===== config.mk =====
export PLATFORM = sky130hd
export DESIGN_NAME = abmg_ctrl
export DESIGN_NICKNAME = d
export VERILOG_FILES = /design/src/rtl/abmg_pkg.sv /design/src/rtl/abmg_ctrl.sv
export SDC_FILE = /design/constraint.sdc
export NUM_CORES = 1
export LEC_CHECK = 0
export BUFFER_PORTS_ARGS = -buffer_cell sky130_fd_sc_hd__buf_2
export CELL_PAD_IN_SITES_DETAIL_PLACEMENT = 1
export CELL_PAD_IN_SITES_GLOBAL_PLACEMENT = 1
export CORE_AREA = 2 2 39 41
export DETAILED_ROUTE_END_ITERATION = 7
export DIE_AREA = 0 0 41 43
export PLACE_DENSITY_LB_ADDON = 0.1
export RECOVER_POWER = 25
export SLEW_MARGIN = 20
export SYNTH_ARGS = -nofsm -noshare
export SYNTH_HDL_FRONTEND = slang
export SYNTH_SLANG_ARGS = --single-unit

===== constraint.sdc =====
create_clock -name clk_i -period 4.8 [get_ports clk_i]
set_clock_uncertainty 0.15 [all_clocks]
set_input_delay 0.72 -clock clk_i [delete_from_list [all_inputs] [get_ports clk_i]]
set_output_delay 0.72 -clock clk_i [all_outputs]
set_load 0.03 [all_outputs]

===== src/rtl/abmg_pkg.sv =====
// Shared types, constants and helper functions of the adjacency bit matrix graph unit.
`default_nettype none

package abmg_pkg;

  // Graph geometry
  localparam int MAX_VERTICES = 64;
  localparam int VTX_W        = 6;   // vertex index bits
  localparam int ROW_W        = 64;  // one adjacency row
  localparam int CNT_W        = 7;   // vertex count / popcount bits
  localparam int EDGE_W       = 11;  // edge total bits

  localparam logic [EDGE_W-1:0] EDGE_MAX = {EDGE_W{1'b1}};

  // Request kinds
  typedef enum logic [2:0] {
    KIND_ADD_EDGE  = 3'd0,
    KIND_RM_EDGE   = 3'd1,
    KIND_RM_VERTEX = 3'd2,
    KIND_Q_EDGE    = 3'd3,
    KIND_DEGREE    = 3'd4,
    KIND_NEIGHBORS = 3'd5,
    KIND_DEG_RANGE = 3'd6
  } kind_e;

  // Result status codes
  typedef enum logic [1:0] {
    ST_OK          = 2'd0,
    ST_RANGE       = 2'd1,
    ST_SELF_LOOP   = 2'd2,
    ST_NOT_PRESENT = 2'd3
  } status_e;

  // Controller to datapath commands
  typedef struct packed {
    logic load;     // latch a new request
    logic rd_pair;  // read rows u and v
    logic eval;     // capture row data and flags
    logic wr_u;     // write modified row u
    logic wr_v;     // write modified row v
    logic sweep;    // walk the rows
    logic finish;   // update edge total, publish result
  } dp_cmd_t;

  // Datapath to controller status
  typedef struct packed {
    logic do_write;    // edge add/remove changes the matrix
    logic do_sweep;    // row walk needed (vertex removal or degree range)
    logic sweep_done;  // all row reads issued
    logic pipe_busy;   // row walk pipeline still holds data
  } dp_sts_t;

  // Single set bit at a vertex position
  function automatic logic [ROW_W-1:0] vtx_bit(input logic [VTX_W-1:0] v);
    logic [ROW_W-1:0] m;
    m    = '0;
    m[v] = 1'b1;
    return m;
  endfunction

  // Adder tree popcount of one row
  function automatic logic [CNT_W-1:0] row_popcount(input logic [ROW_W-1:0] row);
    logic [1:0] l1 [32];
    logic [2:0] l2 [16];
    logic [3:0] l3 [8];
    logic [4:0] l4 [4];
    logic [5:0] l5 [2];
    for (int i = 0; i < 32; i++) l1[i] = {1'b0, row[2*i]} + {1'b0, row[2*i+1]};
    for (int i = 0; i < 16; i++) l2[i] = {1'b0, l1[2*i]} + {1'b0, l1[2*i+1]};
    for (int i = 0; i < 8; i++)  l3[i] = {1'b0, l2[2*i]} + {1'b0, l2[2*i+1]};
    for (int i = 0; i < 4; i++)  l4[i] = {1'b0, l3[2*i]} + {1'b0, l3[2*i+1]};
    for (int i = 0; i < 2; i++)  l5[i] = {1'b0, l4[2*i]} + {1'b0, l4[2*i+1]};
    return {1'b0, l5[0]} + {1'b0, l5[1]};
  endfunction

endpackage

`default_nettype wire


===== src/rtl/abmg_ctrl.sv =====
// Sequencing state machine of the adjacency bit matrix graph unit.
`default_nettype none

module abmg_ctrl
  import abmg_pkg::*;
(
  input  wire logic    clk_i,
  input  wire logic    rst_ni,
  input  wire logic    start,
  output logic         busy,
  input  wire dp_sts_t sts_i,
  output dp_cmd_t      cmd_o
);

  typedef enum logic [7:0] {
    S_IDLE  = 8'b0000_0001,
    S_READ  = 8'b0000_0010,
    S_EVAL  = 8'b0000_0100,
    S_WR_U  = 8'b0000_1000,
    S_WR_V  = 8'b0001_0000,
    S_SWEEP = 8'b0010_0000,
    S_DRAIN = 8'b0100_0000,
    S_DONE  = 8'b1000_0000
  } state_e;

  state_e state_q, state_d;

  // Next state and command decode
  always_comb begin
    state_d = state_q;
    cmd_o   = '0;
    unique case (state_q)
      S_IDLE: begin
        if (start) begin
          cmd_o.load = 1'b1;
          state_d    = S_READ;
        end
      end
      S_READ: begin
        cmd_o.rd_pair = 1'b1;
        state_d       = S_EVAL;
      end
      S_EVAL: begin
        cmd_o.eval = 1'b1;
        if (sts_i.do_write) begin
          state_d = S_WR_U;
        end else if (sts_i.do_sweep) begin
          state_d = S_SWEEP;
        end else begin
          state_d = S_DONE;
        end
      end
      S_WR_U: begin
        cmd_o.wr_u = 1'b1;
        state_d    = S_WR_V;
      end
      S_WR_V: begin
        cmd_o.wr_v = 1'b1;
        state_d    = S_DONE;
      end
      S_SWEEP: begin
        cmd_o.sweep = 1'b1;
        if (sts_i.sweep_done) begin
          state_d = S_DRAIN;
        end
      end
      S_DRAIN: begin
        if (!sts_i.pipe_busy) begin
          state_d = S_DONE;
        end
      end
      S_DONE: begin
        cmd_o.finish = 1'b1;
        state_d      = S_IDLE;
      end
      default: begin
        state_d = S_IDLE;
      end
    endcase
  end

  // State register
  always_ff @(posedge clk_i or negedge rst_ni) begin
    if (!rst_ni) begin
      state_q <= S_IDLE;
    end else begin
      state_q <= state_d;
    end
  end

  assign busy = (state_q != S_IDLE);

endmodule

`default_nettype wire


==> key figures, run 1 <==
Run status
  • Status: finished clean

Synth
  • Post-synth ARST share: 1.00
  • Post-synth EDFFs: 0
  • Post-synthesis simple-gate area fraction: 0.434
  • Post-synthesis xor/xnor area fraction: 0.0196
  • Cell variety after synth: 22
  • Adder-cell share of the synthesized area: 0
  • Post-synthesis compound-gate area fraction: 0.0672
  • Syn Inst Count: 43
  • Main combinational cell family by area after synthesis: simple AND/OR/NAND/NOR gates
  • Yosys warns: 0
  • Seq/Total Area, Yosys: 0.451
  • Post-synth net total: 50
  • Synth Cell Area: 447 um^2
  • Syn avg cell area: 10.4 um^2
  • Main flop type after synthesis: dfrtp_1
  • Ranking of synthesized cells by area: dfrtp_1 39%, nor4_1 7.0%, dfstp_2 5.9%, and4b_2 5.0%, nor2_1 5.0%
  • Cell type with the highest aggregate area in the netlist: dfrtp_1
  • Seq cells post-synth: 8
  • Share of the synthesized area in the top cell type: 0.392
  • Post-synthesis mux area share: 0

Floorplan
  • DIE HEIGHT: 43 um
  • IO Pins: 15
  • Die width: 41 um
  • Core area: 1380 um^2
  • FP Rows: 14
  • Starting Density: 0.323
  • Die Area: 1760 um^2

Final layout
  • Largest Register: state_q
  • Max FFs per register: 8
  • Nets: 68
  • Ratio of cells with drive above 1 in the final layout: 0.333
  • Synth-to-Final Area Change: 24.6%
  • Fill cells: 173
  • Top flop regs: state_q: 8 flops
  • Post-layout util: 0.402
  • # diodes: 0
  • Finished Cell Area: 557 um^2

Clock network
  • Post-CTS Setup Bufs: 0
  • CTS tree: built
  • Root cell of the clock tree: clkbuf_4
  • Hold buffers post-CTS: 0
  • Post-CTS sizing: 0
  • Sink Count: 8
  • Clock transition at path regs: 0.06 ns
  • Worst skew pair latency: 0.26 ns
  • H-tree depth: 1
  • Max Root-Sink Buffers: 2
  • Num CTS Buffers: 3

Timing
  • Aggregate negative setup slack: 0 ns
  • Final count of hold timing violations: 0
  • Final Max Slew Viols: 0
  • Worst-Margin Slew: 0.830 ns
  • Relative slew slack: 0.442
  • Final worst path period share: 0.622
  • RSZ-0062 raised after global routing: false
  • Setup Viol. Count Final: 0
  • Fin Hold WS: 0.222 ns
  • Maximum clock rate: 335 MHz
  • Post-route minimum period: 2.99 ns

Power
  • Psw: 120 uW
  • Sw Share: 0.429
  • Leakage Power: 0.269 nW
  • PwrDens: 504 nW/um^2
  • Seq pwr share: 0.363
  • Combinational Power Share: 0.436
  • VDD IR-drop max: 0.294 mV
  • Cell Int Power: 160 uW
  • Clock share of power: 0.201

Route
  • DRT Pass-1 Iters: 4
  • Mean routed wirelength per cell: 16.5 um
  • DRC Markers: 0
  • Final ANT Viol Nets: 0
  • Vias: 423
  • DR vias/cell: 5.57
  • Initial DRC Count: 11
  • Drt total wl: 1260 um

Critical path
  • R2R Setup Slk: 2.75 ns
  • Setup CP Type: reg2out
  • CP Launch Point: state_q[1]
  • Worst path required time: 3.93 ns
  • R2r startpoint: state_q[6]
  • Crit-path max FO: 6
  • Worst r2r path cells: 4
  • R2r endpoint: state_q[7]
  • Crit path launch type: flip-flop
  • Kind of end point of the critical path: output pin
  • Worst EP arrival: 2.12 ns

Worst hold path
  • Hold WC Path Type: in2async

Global routing
  • Vias in the first global route: 440
  • Largest net degree at the start of global routing: 9
  • Total grt overflow: 0
  • Global Route Usage Sum: 0.181
  • Initial antenna violation count: 0
  • First-pass GRT wire length: 2080 um

Placed design
  • DP HPWL: 995 um
  • GP Congestion: 0.715
  • IO Port Bufs: 14
  • Placed Area: 532 um^2

Job
  • Max cap viols: 0
-- stage by stage --
step	worst slack [ns]	cells	power, mW
CTS	1.80	76	0.284
global route	1.59	76	0.300
global placement	2.22	72	0.223
floorplan	1.83	43	0.194
detailed placement	2.10	72	0.225
finish	1.81	76	0.281
-- power groups by stage --
stage / registers (mW) / logic [mW] / clock network, mW
after CTS: 0.101 / 0.123 / 0.0598
final: 0.102 / 0.122 / 0.0565
after global placement: 0.0997 / 0.123 / 0
after global routing: 0.104 / 0.135 / 0.0615
after floorplan: 0.0972 / 0.0963 / 0
after detailed placement: 0.102 / 0.123 / 0
-- cells in the final DEF, fill, tap and decap left out, drive strengths merged, types with 2 or more instances in the layout --
master	netlist	final
buf	1	13
clkbuf	0	5
and4b	3	3
or4	2	2
dfrtp	7	7
nand2b	3	3
nor2	6	6
nand4b	2	2
inv	2	2
nor4	6	6
-- synthesized netlist by cell type, types with 2 or more instances --
cell type,instances
nand4b_1,2
or4_1,2
nor2_1,6
and4b_2,2
nor4_1,5
nand2b_1,3
inv_1,2
dfrtp_1,7
-- layer usage --
layer,global-route usage,up-vias,wire length [um]
met3,0.0314,4,74
met4,0.100,0,18
met5,0,-,0
li1,-,203,-
met1,0.225,201,543
met2,0.281,15,619
-- how the worst max path moves through the flow --
stage,end,slack (ns),cells past startpoint
6_report,cmd_o[3],1.81,3
5_1_grt,cmd_o[6],1.59,4
4_1_cts,cmd_o[3],1.80,3
3_5_place_dp,cmd_o[3],2.10,3
3_3_place_gp,cmd_o[6],2.22,4
2_1_floorplan,cmd_o[3],1.83,3
-- critical path, cell delays in order (launching register included) --
cell,delay [ns]
dfrtp_1,0.43
or4_1,0.68
nor4_1,0.45
buf_2,0.28
-- final cells by class --
class | instances | area, um^2 | share of cell area
clock buffers | 4 | 26.3 | 0.0472
repair buffers | 14 | 68.8 | 0.124
multi-input cells | 32 | 233 | 0.418
inverters | 2 | 7.51 | 0.0135
well taps | 16 | 20.0 | 0.0360
flip-flops and latches | 8 | 201 | 0.362
-- cells by family after synthesis --
group                     after synthesis
xor gates and xnor gates                1
and+or+nand+nor                        27
DFF                                     8
AOI/OAI and AO/OA                       4
buffers and inverters                   3
(Power assumes the default switching activity.)
==> inputs of run 2 (changes only) <==
--- a/config.mk
+++ b/config.mk
@@ -8,9 +8,9 @@
 export BUFFER_PORTS_ARGS = -buffer_cell sky130_fd_sc_hd__buf_2
 export CELL_PAD_IN_SITES_DETAIL_PLACEMENT = 1
 export CELL_PAD_IN_SITES_GLOBAL_PLACEMENT = 1
-export CORE_AREA = 2 2 39 41
+export CORE_MARGIN = 1.5
+export CORE_UTILIZATION = 31
 export DETAILED_ROUTE_END_ITERATION = 7
-export DIE_AREA = 0 0 41 43
 export PLACE_DENSITY_LB_ADDON = 0.1
 export RECOVER_POWER = 25
 export SLEW_MARGIN = 20
==> constraint.sdc (replaced) <==
create_clock -name clk_i -period 2.43 [get_ports clk_i]
set_clock_uncertainty 0.15 [all_clocks]
set_input_delay 0.3645 -clock clk_i [delete_from_list [all_inputs] [get_ports clk_i]]
set_output_delay 0.3645 -clock clk_i [all_outputs]
set_load 0.03 [all_outputs]
==> run 2 against run 1 <==
Effect of this change:
- via count rose by 2.8%
- final area rose by 8.8%
- non-clock buffer count rose by 2
- sequential share of layout area fell by 2.9 points
- global-route usage fell by 0.66 points
- routed wire length fell by 5.1%
- setup slack got worse by 1.7 ns
- flip-flop and latch count did not move
- power rose by 110%
- cell count rose by 1.3%
- count of clock-buffer cells in the layout did not move
- clock power rose by 100%
==> key figures, run 2 (synthesis gave the netlist of run 1 again) <==
Run status
  • Status: finished clean

Floorplan
  • Starting Density: 0.339 (+0.0162)
  • Die width: 41.0 um (about the same)
  • Core area: 1320 um^2 (-4.8%)
  • Die Area: 1680 um^2 (-4.8%)
  • IO Pins: 15 (unchanged)
  • DIE HEIGHT: 41.0 um (-4.7%)
  • FP Rows: 13 (-1)

Final layout
  • Fill cells: 159 (-8.1%)
  • Max FFs per register: 8 (unchanged)
  • Synth-to-Final Area Change: 35.6%
  • FF+latch area: 201 um^2 (unchanged)
  • Top flop regs: state_q: 8 flops
  • Finished Cell Area: 606 um^2 (+8.8%)
  • Multi-input gate area: 263 um^2 (+13%)
  • # diodes: 0 (unchanged)
  • Commonest non-fill, non-tap cell in the layout: buf_2
  • Most frequent cells in the layout: 12 x buf_2, 7 x dfrtp_1, 4 x nor2_1
  • Nets: 70 (+2.9%)
  • Largest Register: state_q
  • Ratio of cells with drive above 1 in the final layout: 0.419 (+0.0860)

Worst hold path
  • Hold path endpoint: state_q[0]
  • Hold WC Path Type: in2reg
  • Hold_sp: start
  • Worst hold stages: 2

Placed design
  • IO Port Bufs: 14 (unchanged)
  • DP HPWL: 889 um (-11%)
  • GP Congestion: 0.808 (+13%)
  • Placement Setup Slack: 0.189 ns (-1.91 ns)
  • Placed Area: 553 um^2 (+4.0%)

Clock network
  • Sink Count: 8 (unchanged)
  • Worst skew pair latency: 0.27 ns (about the same)
  • Num CTS Buffers: 3 (unchanged)
  • Root cell of the clock tree: clkbuf_4
  • Post-CTS Setup Bufs: 0 (unchanged)
  • Max Root-Sink Buffers: 2 (unchanged)
  • Clock transition at path regs: 0.05 ns (about the same)
  • H-tree depth: 1 (unchanged)
  • CTS tree: built

Timing
  • Maximum clock rate: 429 MHz
  • Fin Hold WS: 0.116 ns (-0.106 ns)
  • Final count of hold timing violations: 0 (unchanged)
  • RSZ-0062 raised after global routing: false
  • Relative slew slack: 0.693 (+0.251)
  • PnR worst setup slack: 0.102 ns (-1.71 ns)
  • Setup Viol. Count Final: 0 (unchanged)
  • Worst-Margin Slew: 0.461 ns (-0.369 ns)
  • Final worst path period share: 0.958
  • Aggregate negative setup slack: 0 ns (unchanged)
  • Post-route minimum period: 2.33 ns
  • Final Max Slew Viols: 0 (unchanged)

Critical path
  • Kind of end point of the critical path: output pin
  • R2r startpoint: state_q[7]
  • Worst path required time: 1.92 ns (-2.01 ns)
  • R2R Setup Slk: 0.46 ns (-2.29 ns)
  • Worst EP arrival: 1.81 ns (-0.31 ns)
  • R2r endpoint: state_q[0]
  • Setup CP Type: reg2out
  • Worst r2r path cells: 5 (+1)
  • Crit-path max FO: 6 (unchanged)
  • Crit path launch type: flip-flop

Power
  • Leakage Power: 0.279 nW (+3.7%)
  • PwrDens: 982 nW/um^2 (+95%)
  • VDD IR-drop max: 0.743 mV (+150%)

Route
  • Vias: 435 (+2.8%)
  • Mean routed wirelength per cell: 15.5 um (-6.3%)
  • Drt total wl: 1190 um (-5.1%)
  • Final ANT Viol Nets: 0 (unchanged)
  • Initial DRC Count: 13 (+2)
  • DRT Pass-1 Iters: 4 (unchanged)
  • DRC Markers: 0 (unchanged)
  • DR vias/cell: 5.65 (+1.5%)

Global routing
  • First-pass GRT wire length: 1790 um (-14%)
  • Largest net degree at the start of global routing: 9 (unchanged)
  • Global Route Usage Sum: 0.175 (-0.00656)
  • Vias in the first global route: 402 (-8.6%)
  • Initial antenna violation count: 0 (unchanged)
  • Total grt overflow: 0 (unchanged)

Job
  • Max cap viols: 0 (unchanged)
## run 2: cell type report
class / count / area share
tap: 15 / 0.0310
clock buffer: 4 / 0.0434
inverter: 2 / 0.0124
timing repair buffer: 16 / 0.147
sequential: 8 / 0.333
multi-input combinational: 32 / 0.434
## run 2: through the flow
stage	power (mW)	cells	util
2_1_floorplan	0.391	43	-
3_3_place_gp	0.451	72	0.420
3_5_place_dp	0.459	72	0.420
4_1_cts	0.589	77	0.450
5_1_grt	0.632	77	0.460
6_report	0.595	77	0.460
## run 2: timing repair
item,4_1_cts,5_1_grt
endpoints found under the setup margin,2,2
resized for setup,1,3
hold buffers,1,0
hold endpoints to repair,7,0
## run 2: report_power, final
group / switching (mW) / leakage (nW) / internal, mW
Combinational: 0.167 / 0.157 / 0.110
Clock: 0.0512 / 0.0150 / 0.0631
Sequential: 0.0398 / 0.107 / 0.164
Total: 0.258 / 0.279 / 0.337
## run 2: routing by layer
metal	global-route usage	routed length, um	up-vias
met4	0.0500	8	0
met5	0	0	-
met3	0.0815	74	2
li1	-	-	204
met2	0.273	569	17
met1	0.212	539	212
## run 2: worst max-delay path by stage
stage / from / to
2_1_floorplan: state_q[6] / cmd_o[6]
3_3_place_gp: state_q[1] / cmd_o[3]
3_5_place_dp: state_q[1] / cmd_o[3]
4_1_cts: state_q[1] / cmd_o[3]
5_1_grt: state_q[7] / cmd_o[6]
6_report: state_q[1] / cmd_o[3]
## run 2: critical path, stage by stage (launching register included)
cell	delay [ns]
dfrtp_1	0.44
or4_4	0.63
nor4_4	0.28
buf_4	0.21
==> inputs of run 3 (changes only) <==
--- a/config.mk
+++ b/config.mk
@@ -6,7 +6,7 @@
 export NUM_CORES = 1
 export LEC_CHECK = 0
 export BUFFER_PORTS_ARGS = -buffer_cell sky130_fd_sc_hd__buf_2
-export CELL_PAD_IN_SITES_DETAIL_PLACEMENT = 1
+export CELL_PAD_IN_SITES_DETAIL_PLACEMENT = 0
 export CELL_PAD_IN_SITES_GLOBAL_PLACEMENT = 1
 export CORE_MARGIN = 1.5
 export CORE_UTILIZATION = 31
==> run 3 against run 2 <==
Effect of this change:
- clock power is essentially flat
- first-iteration DRC count shrank 46%
- routed wire length shrank 12%
- combinational power shrank 3%
- hold slack lost 0.0018 ns
- flip-flop and latch count is the same
- final area shrank 2.3%
- maximum frequency shrank 1.0%
- cell count is the same
- via count shrank 2.5%
- power shrank 2.3%
==> key figures, run 3 (synthesis gave the netlist of run 1 again) <==
Run status
  • Status: finished clean

Route
  • Final ANT Viol Nets: 0 (unchanged)
  • Drt total wl: 1050 um (-12%)
  • DR vias/cell: 5.51 (-2.5%)
  • Initial DRC Count: 7 (-6)
  • Mean routed wirelength per cell: 13.7 um (-12%)
  • DRC Markers: 0 (unchanged)
  • Vias: 424 (-2.5%)
  • DRT Pass-1 Iters: 4 (unchanged)

Critical path
  • CP Launch Point: state_q[1]
  • Levels on crit path: 3 (unchanged)
  • Worst EP arrival: 1.84 ns (+0.03 ns)
  • Worst r2r path cells: 5 (unchanged)
  • Crit-path max FO: 6 (unchanged)
  • Worst path required time: 1.92 ns (about the same)
  • Setup CP Type: reg2out
  • Kind of end point of the critical path: output pin
  • Slowest-stage cell, CP: or4_4
  • Crit-path cells: or4_4 > nor4_2 > buf_2
  • R2r startpoint: state_q[6]
  • Crit path launch type: flip-flop
  • Crit-path max cell delay: 0.62 ns (about the same)
  • Crit path max-delay family: simple AND/OR/NAND/NOR gates
  • R2R Setup Slk: 0.48 ns (+0.02 ns)
  • Worst path bufs/invs: 1 (unchanged)

Power
  • Cell Int Power: 335 uW (-0.44%)
  • Combinational Power Share: 0.462 (-0.003)
  • VDD IR-drop max: 0.583 mV (-22%)
  • Psw: 245 uW (-4.7%)
  • Leakage Power: 0.279 nW (about the same)
  • Final Total Pwr: 581 uW (-2.3%)
  • Clock share of power: 0.191 (about the same)
  • Sw Share: 0.423 (-0.0108)
  • PwrDens: 981 nW/um^2 (about the same)
  • Seq pwr share: 0.346 (+0.003)

Clock network
  • Num CTS Buffers: 3 (unchanged)
  • Post-CTS Setup Bufs: 0 (unchanged)
  • Root cell of the clock tree: clkbuf_4
  • Clock transition at path regs: 0.05 ns (about the same)
  • CTS tree: built
  • Sink Count: 8 (unchanged)
  • H-tree depth: 1 (unchanged)
  • Max Root-Sink Buffers: 2 (unchanged)
  • Worst skew pair latency: 0.26 ns (about the same)

Floorplan
  • DIE HEIGHT: 41.0 um (unchanged)
  • FP Rows: 13 (unchanged)
  • Starting Density: 0.339 (unchanged)
  • Die Area: 1680 um^2 (unchanged)
  • Die width: 41.0 um (unchanged)
  • Core area: 1320 um^2 (unchanged)
  • IO Pins: 15 (unchanged)

Timing
  • Final count of hold timing violations: 0 (unchanged)
  • Final worst path period share: 0.968 (+0.00967)
  • Aggregate negative setup slack: 0 ns (unchanged)
  • Worst-Margin Slew: 0.435 ns (-0.0259 ns)
  • Maximum clock rate: 425 MHz (-1.0%)
  • Relative slew slack: 0.710 (+0.0173)
  • Final Max Slew Viols: 0 (unchanged)
  • RSZ-0062 raised after global routing: false
  • Post-route minimum period: 2.35 ns (+0.0235 ns)
  • Setup Viol. Count Final: 0 (unchanged)
  • Fin Hold WS: 0.114 ns (-0.00181 ns)

Final layout
  • Post-layout util: 0.449 (-0.0104)
  • Synth-to-Final Area Change: 32.5%
  • Largest Register: state_q
  • Ratio of cells with drive above 1 in the final layout: 0.403 (-0.0161)
  • Commonest non-fill, non-tap cell in the layout: buf_2
  • Most frequent cells in the layout: 13 x buf_2, 7 x dfrtp_1, 5 x nor2_1
  • # diodes: 0 (unchanged)
  • Max FFs per register: 8 (unchanged)
  • Non-filler instance count after layout: 77 (unchanged)
  • Nets: 70 (unchanged)
  • Top flop regs: state_q: 8 flops

Global routing
  • Global Route Usage Sum: 0.151 (-0.0237)
  • Routing usage on met3: 0.0326 (-0.0489)
  • Largest net degree at the start of global routing: 9 (unchanged)
  • Total grt overflow: 0 (unchanged)
  • GR Util met2: 0.242 (-0.0313)
  • Vias in the first global route: 363 (-9.7%)
  • Global routing's busiest layer: met2
  • First-pass GRT wire length: 1580 um (-12%)
  • Routing usage on met1: 0.189 (-0.0229)
  • Initial antenna violation count: 0 (unchanged)

Placed design
  • Placed Cells: 72 (unchanged)
  • IO Port Bufs: 14 (unchanged)
  • DP HPWL: 825 um (-7.1%)
  • GP Congestion: 0.808 (unchanged)

Worst hold path
  • Hold WC Path Type: in2reg
  • Worst hold stages: 2 (unchanged)
  • Hold_sp: start

Job
  • Max cap viols: 0 (unchanged)
[run 3: changes by cell type in the layout (fill, tap and decap cells not counted)]
cell | before | now
nor2_2 | 2 | 1
nor2_1 | 4 | 5
nor4_2 | 1 | 2
buf_4 | 2 | 1
nor4_4 | 2 | 1
buf_2 | 12 | 13
[run 3: power groups by stage]
stage                     registers [mW]  clock network [mW]  logic [mW]
final                              0.201               0.111       0.269
after global routing               0.205               0.120       0.289
after CTS                          0.201               0.111       0.270
after detailed placement           0.202                   0       0.257
after global placement             0.198                   0       0.253
after floorplan                    0.193                   0       0.197
[run 3: cell type report]
type                       count  area (um^2)
clock buffer                   4         26.3
multi-input combinational     32          251
fill                         142          726
timing repair buffer          16         86.3
inverter                       2         7.51
tap                           15         18.8
sequential                     8          201
[run 3: what timing repair did]
action,CTS,global route
endpoints found under the setup margin,1,0
hold buffers,1,0
resized for setup,1,0
endpoints found under the hold margin,7,0
[run 3: worst register-to-register path, stage by stage (launching register included)]
cell     delay, ns
dfrtp_1       0.44
nor4_1        0.09
buf_4         0.16
and4b_1       0.24
or4_1         0.53
o32ai_1       0.24
[run 3: final timing paths]
kind | to
max reg2reg | state_q[0]
min reg2reg | state_q[4]
min in group asynchronous | state_q[6]
max in group asynchronous | state_q[0]
min | state_q[0]
max | cmd_o[3]
[run 3: through the flow]
stage,setup slack (ns),area (um^2)
5_1_grt,0.0107,592
2_1_floorplan,0.0697,462
3_3_place_gp,0.265,553
3_5_place_dp,0.218,553
4_1_cts,0.0655,593
6_report,0.0782,592
[run 3: per-layer routing]
layer	vias up	part of all wire	wire length, um
met5	-	0	0
met4	0	0.010	11
met3	2	0.059	62
met2	18	0.46	488
met1	198	0.47	492
li1	206	-	-
